==> config.mk <==
export PLATFORM = sky130hd
export DESIGN_NAME = timer_slot_bank_unit
export DESIGN_NICKNAME = d
export VERILOG_FILES = /design/src/hw/rtl/tsb_pkg.sv /design/src/hw/rtl/tsb_store.sv /design/src/hw/rtl/tsb_alu.sv /design/src/hw/rtl/tsb_ctrl.sv /design/src/hw/rtl/timer_slot_bank_unit.sv
export SDC_FILE = /design/constraint.sdc
export NUM_CORES = 2
export LEC_CHECK = 0
export ABC_AREA = 1
export BUFFER_PORTS_ARGS = -buffer_cell sky130_fd_sc_hd__buf_2
export CELL_PAD_IN_SITES_DETAIL_PLACEMENT = 1
export CELL_PAD_IN_SITES_GLOBAL_PLACEMENT = 1
export CORE_ASPECT_RATIO = 1.4
export CORE_UTILIZATION = 48
export DETAILED_ROUTE_END_ITERATION = 8
export GPL_ROUTABILITY_DRIVEN = 0
export PLACE_DENSITY_LB_ADDON = 0.1
export SLEW_MARGIN = 20
export SYNTH_ARGS = -nofsm -noshare
export SYNTH_HDL_FRONTEND = slang
export SYNTH_SLANG_ARGS = --single-unit
==> constraint.sdc <==
create_clock -name clk -period 14.5 [get_ports clk]
set_input_delay 2.175 -clock clk [delete_from_list [all_inputs] [get_ports clk]]
set_output_delay 2.175 -clock clk [all_outputs]
set_load 0.05 [all_outputs]
==> src/hw/rtl/tsb_pkg.sv <==
package tsb_pkg;

  localparam int SLOT_FIELD_W = 4;
  localparam int PERIOD_W = 31;
  localparam int ELAPSED_W = 24;
  localparam int REM_W = 33;
  localparam int COUNT_W = 32;
  localparam int MAX_RES = 16;
  localparam int CNT_W = $clog2(MAX_RES + 1);

  localparam logic [2:0] OP_TICK = 3'd0;
  localparam logic [2:0] OP_INSERT = 3'd1;
  localparam logic [2:0] OP_UPDATE = 3'd2;
  localparam logic [2:0] OP_DELETE = 3'd3;
  localparam logic [2:0] OP_QUERY = 3'd4;

  localparam logic [1:0] KIND_ACK = 2'd0;
  localparam logic [1:0] KIND_FIRED = 2'd1;
  localparam logic [1:0] KIND_QUERY = 2'd2;

  localparam logic [1:0] STAT_NEVER = 2'd0;
  localparam logic [1:0] STAT_RUN = 2'd1;
  localparam logic [1:0] STAT_STOP = 2'd2;

  localparam logic signed [REM_W:0] REM_FLOOR = -34'sd16777215;

  typedef struct packed {
    logic [2:0]              opcode;
    logic [SLOT_FIELD_W-1:0] slot;
    logic [PERIOD_W-1:0]     period;
    logic                    repeat_req;
    logic [ELAPSED_W-1:0]    elapsed;
  } req_t;

  typedef struct packed {
    logic [1:0]              kind;
    logic [SLOT_FIELD_W-1:0] slot_out;
    logic [1:0]              slot_status;
    logic [COUNT_W-1:0]      elapsed_count;
    logic                    last;
  } rsp_t;

  typedef struct packed {
    logic                    armed;
    logic                    mode;
    logic [1:0]              status;
    logic [PERIOD_W-1:0]     period;
    logic signed [REM_W-1:0] remaining;
  } entry_t;

  typedef struct packed {
    logic               fire;
    logic [COUNT_W-1:0] count;
    entry_t             entry;
  } alu_res_t;

  typedef enum logic [1:0] {
    ST_IDLE,
    ST_READ,
    ST_EXEC,
    ST_FLUSH
  } state_t;

endpackage

==> src/hw/rtl/tsb_store.sv <==
module tsb_store #(
  parameter int SLOTS = 16,
  parameter int SLOT_W = 4
) (
  input  logic               clk,
  input  logic               rst,
  input  logic               rd_en,
  input  logic [SLOT_W-1:0]  rd_addr,
  output tsb_pkg::entry_t    rd_entry,
  input  logic               wr_en,
  input  logic [SLOT_W-1:0]  wr_addr,
  input  tsb_pkg::entry_t    wr_entry
);
  import tsb_pkg::*;

  entry_t mem [SLOTS];
  logic [SLOTS-1:0] valid;
  entry_t rdata;
  logic rvalid;

  always_ff @(posedge clk) begin
    if (wr_en) begin
      mem[wr_addr] <= wr_entry;
    end
    if (rd_en) begin
      rdata <= mem[rd_addr];
    end
  end

  always_ff @(posedge clk) begin
    if (rst) begin
      valid <= '0;
      rvalid <= 1'b0;
    end else begin
      if (wr_en) begin
        valid[wr_addr] <= 1'b1;
      end
      if (rd_en) begin
        rvalid <= valid[rd_addr];
      end
    end
  end

  // A slot that was never written reads as its reset value of all zero.
  assign rd_entry = rvalid ? rdata : '0;

endmodule

==> src/hw/rtl/tsb_alu.sv <==
module tsb_alu (
  input  tsb_pkg::req_t     item,
  input  tsb_pkg::entry_t   entry_in,
  output tsb_pkg::alu_res_t res
);
  import tsb_pkg::*;

  logic signed [REM_W-1:0] rem_src;
  logic signed [REM_W:0] opa;
  logic signed [REM_W:0] opb;
  logic signed [REM_W:0] diff;
  logic signed [REM_W:0] rnew;
  logic [PERIOD_W-1:0] per_sel;

  always_comb begin
    rem_src = (item.opcode == OP_INSERT) ? '0 : entry_in.remaining;
    per_sel = (item.opcode == OP_QUERY) ? entry_in.period : item.period;
    if (item.opcode == OP_TICK) begin
      opa = {rem_src[REM_W-1], rem_src};
      opb = {{(REM_W + 1 - ELAPSED_W){1'b0}}, item.elapsed};
    end else begin
      opa = {{(REM_W + 1 - PERIOD_W){1'b0}}, per_sel};
      opb = {rem_src[REM_W-1], rem_src};
    end
    diff = opa - opb;
    rnew = (diff < REM_FLOOR) ? REM_FLOOR : diff;

    res.entry = entry_in;
    res.fire = 1'b0;
    res.count = '0;

    case (item.opcode)
      OP_TICK: begin
        if (entry_in.armed) begin
          if (rnew[REM_W] || (rnew == '0)) begin
            res.fire = 1'b1;
            if (entry_in.mode) begin
              res.entry.remaining = {2'b00, entry_in.period};
            end else begin
              res.entry.remaining = rnew[REM_W-1:0];
              res.entry.armed = 1'b0;
              res.entry.status = STAT_STOP;
            end
          end else begin
            res.entry.remaining = rnew[REM_W-1:0];
          end
        end
      end
      OP_INSERT, OP_UPDATE: begin
        res.entry.period = item.period;
        res.entry.remaining = diff[REM_W] ? {2'b00, item.period} : rem_src;
        res.entry.mode = item.repeat_req;
        res.entry.status = STAT_RUN;
        res.entry.armed = 1'b1;
      end
      OP_DELETE: begin
        if (entry_in.armed) begin
          res.entry.armed = 1'b0;
          res.entry.status = STAT_STOP;
        end
      end
      OP_QUERY: begin
        res.count = (diff[REM_W] || (diff == '0)) ? '0 : diff[COUNT_W-1:0];
      end
      default: begin
      end
    endcase
  end

endmodule

==> src/hw/rtl/tsb_ctrl.sv <==
module tsb_ctrl #(
  parameter int SLOTS = 16,
  parameter int SLOT_W = 4
) (
  input  logic               clk,
  input  logic               rst,
  input  logic               req_valid,
  output logic               req_stall,
  input  tsb_pkg::req_t      req,
  output logic               rsp_valid,
  input  logic               rsp_stall,
  output tsb_pkg::rsp_t      rsp,
  output tsb_pkg::req_t      item,
  input  tsb_pkg::alu_res_t  alu_res,
  output logic               rd_en,
  output logic [SLOT_W-1:0]  rd_addr,
  output logic               wr_en,
  output logic [SLOT_W-1:0]  wr_addr,
  output tsb_pkg::entry_t    wr_entry
);
  import tsb_pkg::*;

  localparam logic [SLOT_W-1:0] LAST_IDX = SLOT_W'(SLOTS - 1);

  state_t state;
  state_t state_next;
  req_t item_next;
  logic [SLOT_W-1:0] idx;
  logic [SLOT_W-1:0] idx_next;
  logic [CNT_W-1:0] n;
  logic [CNT_W-1:0] n_next;
  rsp_t pend;
  rsp_t pend_next;
  logic push;
  rsp_t push_data;
  logic out_free;
  logic is_tick;
  logic ok;
  logic report;
  logic modifies;

  assign is_tick = (item.opcode == OP_TICK);
  assign ok = (32'(item.slot) < SLOTS);
  assign modifies = (item.opcode == OP_INSERT) || (item.opcode == OP_UPDATE) ||
                    (item.opcode == OP_DELETE);
  assign out_free = !rsp_valid || !rsp_stall;
  assign report = alu_res.fire && (n < CNT_W'(MAX_RES));
  assign rd_addr = is_tick ? idx : SLOT_W'(item.slot);
  assign wr_addr = rd_addr;
  assign wr_entry = alu_res.entry;
  assign req_stall = (state != ST_IDLE);

  always_ff @(posedge clk) begin
    if (rst) begin
      state <= ST_IDLE;
      n <= '0;
      rsp_valid <= 1'b0;
    end else begin
      state <= state_next;
      n <= n_next;
      if (push) begin
        rsp_valid <= 1'b1;
      end else if (!rsp_stall) begin
        rsp_valid <= 1'b0;
      end
    end
  end

  always_ff @(posedge clk) begin
    item <= item_next;
    idx <= idx_next;
    pend <= pend_next;
    if (push) begin
      rsp <= push_data;
    end
  end

  always_comb begin
    state_next = state;
    item_next = item;
    idx_next = idx;
    n_next = n;
    pend_next = pend;
    rd_en = 1'b0;
    wr_en = 1'b0;
    push = 1'b0;
    push_data = '0;
    unique case (state)
      ST_IDLE: begin
        if (req_valid) begin
          item_next = req;
          idx_next = '0;
          n_next = '0;
          state_next = ST_READ;
        end
      end
      ST_READ: begin
        rd_en = 1'b1;
        state_next = ST_EXEC;
      end
      ST_EXEC: begin
        if (is_tick) begin
          // The held fired result goes out only once a later one is known or the scan has ended.
          if (!(report && (n != '0) && !out_free)) begin
            wr_en = 1'b1;
            if (report) begin
              if (n != '0) begin
                push = 1'b1;
                push_data = pend;
              end
              pend_next = '{kind: KIND_FIRED,
                            slot_out: SLOT_FIELD_W'(idx),
                            slot_status: alu_res.entry.status,
                            elapsed_count: '0,
                            last: 1'b0};
              n_next = n + CNT_W'(1);
            end
            if (idx == LAST_IDX) begin
              state_next = ST_FLUSH;
            end else begin
              idx_next = idx + SLOT_W'(1);
              state_next = ST_READ;
            end
          end
        end else if (out_free) begin
          wr_en = ok && modifies;
          push = 1'b1;
          push_data.kind = (item.opcode == OP_QUERY) ? KIND_QUERY : KIND_ACK;
          push_data.slot_out = item.slot;
          push_data.slot_status = ok ? alu_res.entry.status : STAT_NEVER;
          push_data.elapsed_count = ok ? alu_res.count : '0;
          push_data.last = 1'b1;
          state_next = ST_IDLE;
        end
      end
      ST_FLUSH: begin
        if (out_free) begin
          push = 1'b1;
          if (n != '0) begin
            push_data = pend;
          end else begin
            push_data.kind = KIND_ACK;
          end
          push_data.last = 1'b1;
          state_next = ST_IDLE;
        end
      end
      default: begin
      end
    endcase
  end

  a_push_free: assert property (@(posedge clk) disable iff (rst)
    push |-> out_free)
    else $error("Result register overwritten while a transfer was pending.");

  a_count_bound: assert property (@(posedge clk) disable iff (rst)
    n <= CNT_W'(MAX_RES))
    else $error("Reported result count exceeds its limit.");

  a_accept_read: assert property (@(posedge clk) disable iff (rst)
    (req_valid && !req_stall) |=> (state == ST_READ))
    else $error("An accepted transfer did not start a slot read.");

  a_flush_tick: assert property (@(posedge clk) disable iff (rst)
    (state == ST_FLUSH) |-> is_tick)
    else $error("Final tick result pending for an operation that is not a tick.");

  a_write_exec: assert property (@(posedge clk) disable iff (rst)
    wr_en |-> ((state == ST_EXEC) && $past(rd_en || (state == ST_EXEC))))
    else $error("Slot write without a preceding slot read.");

endmodule

==> src/hw/rtl/timer_slot_bank_unit.sv <==
// Insert, update, delete, query and unknown opcodes pass through a slot read and an execute
// step that loads the result once the result register is free, and the next transfer is
// accepted in the cycle after the result is loaded. A tick reads and rewrites each slot in
// turn through one shared subtract unit, then loads its final result in a flush step; the
// next transfer follows in the cycle after that, and a stalled result register can hold back both.
// Reset clears the per-slot valid bits at once; no clearing pass follows.
module timer_slot_bank_unit #(
  parameter int SLOTS = 16
) (
  input  logic           clk,
  input  logic           rst,
  input  logic           req_valid,
  output logic           req_stall,
  input  tsb_pkg::req_t  req,
  output logic           rsp_valid,
  input  logic           rsp_stall,
  output tsb_pkg::rsp_t  rsp
);
  import tsb_pkg::*;

  localparam int SLOT_W = (SLOTS > 1) ? $clog2(SLOTS) : 1;

  req_t item;
  alu_res_t alu_res;
  entry_t rd_entry;
  entry_t wr_entry;
  logic rd_en;
  logic wr_en;
  logic [SLOT_W-1:0] rd_addr;
  logic [SLOT_W-1:0] wr_addr;

  tsb_store #(
    .SLOTS(SLOTS),
    .SLOT_W(SLOT_W)
  ) u_store (
    .clk(clk),
    .rst(rst),
    .rd_en(rd_en),
    .rd_addr(rd_addr),
    .rd_entry(rd_entry),
    .wr_en(wr_en),
    .wr_addr(wr_addr),
    .wr_entry(wr_entry)
  );

  tsb_alu u_alu (
    .item(item),
    .entry_in(rd_entry),
    .res(alu_res)
  );

  tsb_ctrl #(
    .SLOTS(SLOTS),
    .SLOT_W(SLOT_W)
  ) u_ctrl (
    .clk(clk),
    .rst(rst),
    .req_valid(req_valid),
    .req_stall(req_stall),
    .req(req),
    .rsp_valid(rsp_valid),
    .rsp_stall(rsp_stall),
    .rsp(rsp),
    .item(item),
    .alu_res(alu_res),
    .rd_en(rd_en),
    .rd_addr(rd_addr),
    .wr_en(wr_en),
    .wr_addr(wr_addr),
    .wr_entry(wr_entry)
  );

endmodule

Word level (Yosys, flattened, before mapping)

Memories as Yosys holds them, arrays and structs flattened. A register that Yosys moved wholly into a read port is not among the register bits.
Index checks and enable logic that the tools add are counted.

Memory bits (writable): 1,088
Bits in latches: 0
Memories kept: 1
Input port bits: 67
Memory bits (read-only): 0
Flip-flop bits (word level): 139
Output and inout port bits: 43

Bitwise operators: 2
Multipliers: 0
Equality and inequality tests: 15
Reductions and logical operators: 25
Multiplexer cells: 73
Divide/modulo/power cells: 0
Shifts and indexed selects: 0
Add/sub/neg operators: 3
$lt $le $gt $ge: 4

Memory list:

| memory      | words | bits a word | read ports | clocked after Yosys merged registers in | wr ports | RTL line        | source |
|---|---|---|---|---|---|---|---|
| u_store.mem | 16    | 68          | 1          | 1                                       | 1        | tsb_store.sv:16 | `entry_t mem [SLOTS];` |

Operators by type and width:

| operator               | number |
|---|---|
| $mux W41               | 5 |
| $mux W33               | 5 |
| $mux W34               | 3 |
| $pmux W41 S2           | 1 |
| $logic_not A34 Y1      | 2 |
| $mux W68               | 1 |
| $pmux W33 S2           | 1 |
| $mux W32               | 2 |
| $mux W31               | 2 |
| $mux W40               | 1 |
| $mux W39               | 1 |
| $lt A34 B25 Y1 const B | 1 |
| $sub A34 B34 Y34       | 1 |
| $mux W1                | 24 |
| $mux W2                | 10 |
| $mux W4                | 5 |
| $mux W5                | 4 |
| $or A16 B16 Y16        | 1 |
| $pmux W5 S2            | 1 |
| $reduce_and A5 Y1      | 2 |
| $pmux W2 S4            | 1 |
| $pmux W4 S2            | 1 |
| $eq A3 B2 Y1 const B   | 2 |
| $ne A2 B1 Y1 const B   | 3 |
| other kinds (28)       | 42 |

Depth between registers and ports, before layout

Word-level depth: 19
Depth in mapped cells: 44
Depth with buffers taken out: 42

Modules after synthesis

From an unflattened synthesis, not the netlist that was laid out.

Cell total of the unflattened synthesis: 5,212
Area total of the unflattened synthesis: 57,158.6 µm²

By module, submodules not included:

| module    | sequential area each (µm²) | area an instance (µm²) | times used | cells an instance |
|---|---|---|---|---|
| tsb_store | 35,053.6                   | 45,770.1               | 1          | 3,455 |
| tsb_alu   | 0.0                        | 6,322.3                | 1          | 1,365 |
| tsb_ctrl  | 3,583.4                    | 5,066.1                | 1          | 392 |

Least setup slack after synthesis

OpenSTA, ideal clock, no wires.

Kind: register to register
From: register, netlist name u_ctrl.item[61]
To: memory u_store.mem[15][0] (netlist name) (enable)
Arrival: 9.586 ns
Stages on the path, launching flop included: 41
Setup slack: 4.337 ns
Data required time: 13.922 ns
Path through: edfxtp_1 nor2_4 inv_2 nor2_8 inv_2 buf_6 clkbuf_1 buf_1 o221ai_1 ha_1 inv_1 fa_1 nand2_1 nand2_1 nand3_1 nand2_1 nand2_1 nand2_1 (+5 left out) nand4_1 or2_1 nand3_1 ha_1 inv_1 clkbuf_1 nand3_1 nand2_1 nor2_1 nand3_1 nor2_1 nand2_2 nand2_4 nand2_2 nor2_4 nand2_2 nand2_1 nor3_1

Cells in the longest elaborated chain, start to end: 19
Elaborated cells on any way between the ends: 29
Classes of those cells: add/sub: 1; order compare: 1; eq/ne: 4; mux: 15; reduce/logical: 8

Ends and longest elaborated chain:

| what                                         | RTL line                                     | source |
|---|---|---|
| $eq A3 B3 Y1 or $eq A3 B1 Y1 (tied branches) | tsb_alu.sv:17, tsb_alu.sv:16, tsb_ctrl.sv:44 |  |
| $mux W31 or $mux W33 (tied branches)         | tsb_alu.sv:17, tsb_alu.sv:16                 |  |
| $mux W34                                     | tsb_alu.sv:18                                | `if (item.opcode == OP_TICK) begin` |
| $sub A34 B34 Y34                             | tsb_alu.sv:25                                | `diff = opa - opb;` |
| $lt A34 B25 Y1                               | tsb_alu.sv:26                                | `rnew = (diff < REM_FLOOR) ? REM_FLOOR : diff;` |
| $mux W34                                     | tsb_alu.sv:26                                |  |
| $logic_not A34 Y1                            | tsb_alu.sv:35                                | `if (rnew[REM_W] \|\| (rnew == '0)) begin` |
| $logic_or A1 B1 Y1                           | tsb_alu.sv:35                                |  |
| (+2 left out)                                | --                                           |  |
| $mux W1                                      | tsb_alu.sv:32                                | `case (item.opcode)` |
| $logic_and A1 B1 Y1                          | tsb_ctrl.sv:47                               | `assign report = alu_res.fire && (n < CNT_W'(MAX_RES));` |
| $logic_and A1 B1 Y1 (2 in a row)             | tsb_ctrl.sv:104                              | `if (!(report && (n != '0) && !out_free)) begin` |
| $mux W1                                      | tsb_ctrl.sv:104                              |  |
| $mux W1                                      | tsb_ctrl.sv:102                              | `if (is_tick) begin` |
| $mux W1                                      | tsb_ctrl.sv:88                               | `unique case (state)` |
| $mux W1                                      | tsb_store.sv:22                              | `if (wr_en) begin` |
| $mux W1 (implied by the code)                | tsb_store.sv:23                              | `mem[wr_addr] <= wr_entry;` |
| end, declared                                | tsb_store.sv:16                              |  |

Several ways; a longest one is shown, not always the timed one.

Final worst setup path

From: register, netlist name u_ctrl.item[61]
To: memory u_store.mem[1][9] (netlist name) (enable)

Cells in the longest elaborated chain, start to end: 19
Elaborated cells on any way between the ends: 29
Classes of those cells: add/sub: 1; order compare: 1; eq/ne: 4; mux: 15; reduce/logical: 8

Ends and longest elaborated chain:

| what                                         | RTL line |
|---|---|
| $eq A3 B3 Y1 or $eq A3 B1 Y1 (tied branches) | tsb_alu.sv:17, tsb_alu.sv:16, tsb_ctrl.sv:44 |
| $mux W31 or $mux W33 (tied branches)         | tsb_alu.sv:17, tsb_alu.sv:16 |
| $mux W34                                     | tsb_alu.sv:18 |
| $sub A34 B34 Y34                             | tsb_alu.sv:25 |
| $lt A34 B25 Y1                               | tsb_alu.sv:26 |
| $mux W34                                     | tsb_alu.sv:26 |
| $logic_not A34 Y1                            | tsb_alu.sv:35 |
| $logic_or A1 B1 Y1                           | tsb_alu.sv:35 |
| (+2 left out)                                | -- |
| $mux W1                                      | tsb_alu.sv:32 |
| $logic_and A1 B1 Y1                          | tsb_ctrl.sv:47 |
| $logic_and A1 B1 Y1 (2 in a row)             | tsb_ctrl.sv:104 |
| $mux W1                                      | tsb_ctrl.sv:104 |
| $mux W1                                      | tsb_ctrl.sv:102 |
| $mux W1                                      | tsb_ctrl.sv:88 |
| $mux W1                                      | tsb_store.sv:22 |
| $mux W1 (implied by the code)                | tsb_store.sv:23 |

Several ways; a longest one is shown, not always the timed one.

==> run metrics <==
commonest register cell after synthesis edfxtp_1; maximum clock rate around 100 MHz; CTS Buffer Depth 3; Starting Density 0.484; Post-Syn Instances around 3800; grt met3 use 0.0444; grt peak-use layer met2; Die ar. roughly 110000 sq um; RSZ-0062 raised after global routing false; Worst path slowest cell buf_4; top cells by count, synth 1270 x edfxtp_1, 548 x a22oi_1, 520 x nand2_1; met2 usage 0.487; leakage power total 20.0 nW; max-cap violations 0; outcome finished, final reports clean; most frequent cell after synthesis edfxtp_1; DR vias 34300; Die Span X around 280 microns; largest net degree at the start of global routing 155; final antenna-violating net count 0; first-pass GRT wire length 240000 microns; post-cts resize count 0; class of the tightest hold or removal check reg -> reg; Core ar. roughly 110000 sq um; area leader, netlist edfxtp_1; fillers between 10000 and 15000; slowest stage delay, CP approximately 0.85 ns; Least-Margin Pin Slew roughly 1.1 ns; input/output buffers 109; Final period util 0.665; row count around 140; Crit Path Max Fanout 53; cts bufs inserted 121; drt first-iter violations 3201; Hold Violations, Final 0; WHS roughly 0.46 ns; Avg WL per Cell 30.1 microns; final slew viol count 0; CTS Hold Bufs 0; Crit path required time about 15 ns; post-DR vias/cell 6.19; gr usage total 0.300; Clock Skew 0.0285 ns; Synthesized Nets just under 4000; Total Power 8.67 mW; Sink Count ~1300; pwr dens around 150 nW/um^2; sequential area share after synthesis 0.735; GR Layer Usage met1 0.407; Yosys warning count 0; share of cells above drive strength 1 0.113; crit end category register; post-CTS setup buffer count 0; CP dominant cell by count nand3_1; Cell variety after synth 53; 1st-pass router iterations 5; Synth area leaders edfxtp_1 73%, a22oi_1 7.8%, nand2_1 3.7%; Clk pin slew, worst setup/hold paths roughly 0.070 ns; maximum VDD drop 0.112 mV; Die Y a little under 400 microns; top-level I/O count 110; synthesized area roughly 53000 sq um; Post-synth EDFFs between 1000 and 1500; WS Path Type reg -> reg; number of global-route vias before repair roughly 35000; nets 4074; clk_lat worst skew ~0.75 ns; Critical Path AT roughly 10 ns; GR Overflow Total 0; CTS tree done; area occupied by multi-input gates 12100 sq um; Post-synth ARST share 0; Seq cells post-synth 1295; HPWL after DPL approximately 100000 microns; area growth from synthesis to layout 12.0%; Max-slew headroom 0.277; setup_tns 0 ns; Residual DRC 0; FF/Latch Area 38600 sq um; Syn Area/Cell ~14 sq um; antenna violations before repair 19; drt total wl ~170000 microns; Synth top area share 0.726; H-tree Lvls 3; Root Driver clkbuf_16; final setup fails 0; Final min period roughly 9.6 ns; startpoint class of the critical path register
==> worst max-delay path, delay by kind of cell (launching register included) <==
kind | cells | cell delay [ns]
adder cells (fa/ha/maj) | 3 | 0.89
buffers and inverters | 7 | 2.77
AND/OR/NAND/NOR | 29 | 4.80
AO/OA/AOI/OAI | 1 | 0.11
flip-flops | 1 | 0.52
==> logic make-up after synthesis <==
kind of cell             after synthesis  share of synthesized area
AO/OA/AOI/OAI                       1133                      0.140
XOR/XNOR                               6                    0.00100
flip-flops                          1295                      0.735
buffers and inverters                457                     0.0357
adder cells (fa/ha/maj)               36                    0.00872
AND/OR/NAND/NOR                      922                     0.0789
==> final cells by class <==
| cell class | instances | area share |
|---|---|---|
| Inverter | 239 | 0.0161 |
| Antenna cell | 10 | 0.000425 |
| Tap cell | 1450 | 0.0308 |
| Clock inverter | 78 | 0.0124 |
| Timing Repair Buffer | 217 | 0.0233 |
| Sequential cell | 1295 | 0.657 |
| Clock buffer | 148 | 0.0543 |
| Multi-Input combinational cell | 2097 | 0.206 |
==> cells in the final DEF (no fill, tap or decap), types with 7 or more instances in the layout <==
master and count:
nand3_1 93, diode_2 10, o221ai_1 28, a21oi_1 348, a22oi_1 548, clkbuf_1 24
nand3b_1 10, clkinv_1 38, or4_1 68, ha_1 35, clkbuf_16 124, o21ai_0 123
bufinv_16 12, nand2_2 17, nand4_1 33, nor2_4 10, edfxtp_1 1270, inv_4 15
clkinv_2 18, o211ai_1 47, inv_1 212, nor3_1 18, clkinvlp_4 7, buf_2 109
nor2_1 133, o21ai_1 8, dfxtp_1 24, nand2_1 517, buf_4 104
==> state kept, by name (all words and copies together), names as in the netlist <==
register and flops:
u_store.rdata 68, u_ctrl.rsp 41, u_ctrl.idx 4, u_ctrl.pend 6
u_ctrl.rsp_valid 1, u_store.mem 1088, u_ctrl.state 2, u_ctrl.n 5
u_store.rvalid 1, u_ctrl.item 63, u_store.valid 16
==> stage by stage <==
step | instance area, sq um | cells | worst slack, ns | util
3_5_place_dp | 54900 | 5294 | 5.08 | 0.505
2_1_floorplan | 52500 | 3849 | 4.34 | -
6_report | 58800 | 5534 | 4.86 | 0.542
4_1_cts | 58800 | 5520 | 5.01 | 0.541
5_1_grt | 58800 | 5532 | 4.41 | 0.542
3_3_place_gp | 54800 | 5293 | 5.22 | 0.505
==> worst paths after layout <==
| check | slack [ns] | end | start | depth (start not counted) |
|---|---|---|---|---|
| worst max-delay path | 4.86 | u_store.mem[1][9] | u_ctrl.item[61] | 40 |
| worst min-delay path | 0.46 | u_store.valid[8] | u_store.valid[8] | 2 |
| worst max register to register | 4.86 | u_store.mem[1][9] | u_ctrl.item[61] | 40 |
| worst min register to register | 0.46 | u_store.valid[8] | u_store.valid[8] | 2 |
==> routing by layer <==
layer,wire (microns),share of wire
met1,68500,0.41
met2,81900,0.49
met3,10800,0.065
met4,5030,0.030
met5,0,0
==> report_power, final <==
part	leakage, nW	total (mW)	internal [mW]	switching [mW]
Sequential	11.9	4.31	4.26	0.0489
Combinational	6.13	1.18	0.293	0.887
Clock	1.90	3.17	1.78	1.40
Total	20.0	8.67	6.33	2.33
Power figures use the tool's default switching activity.
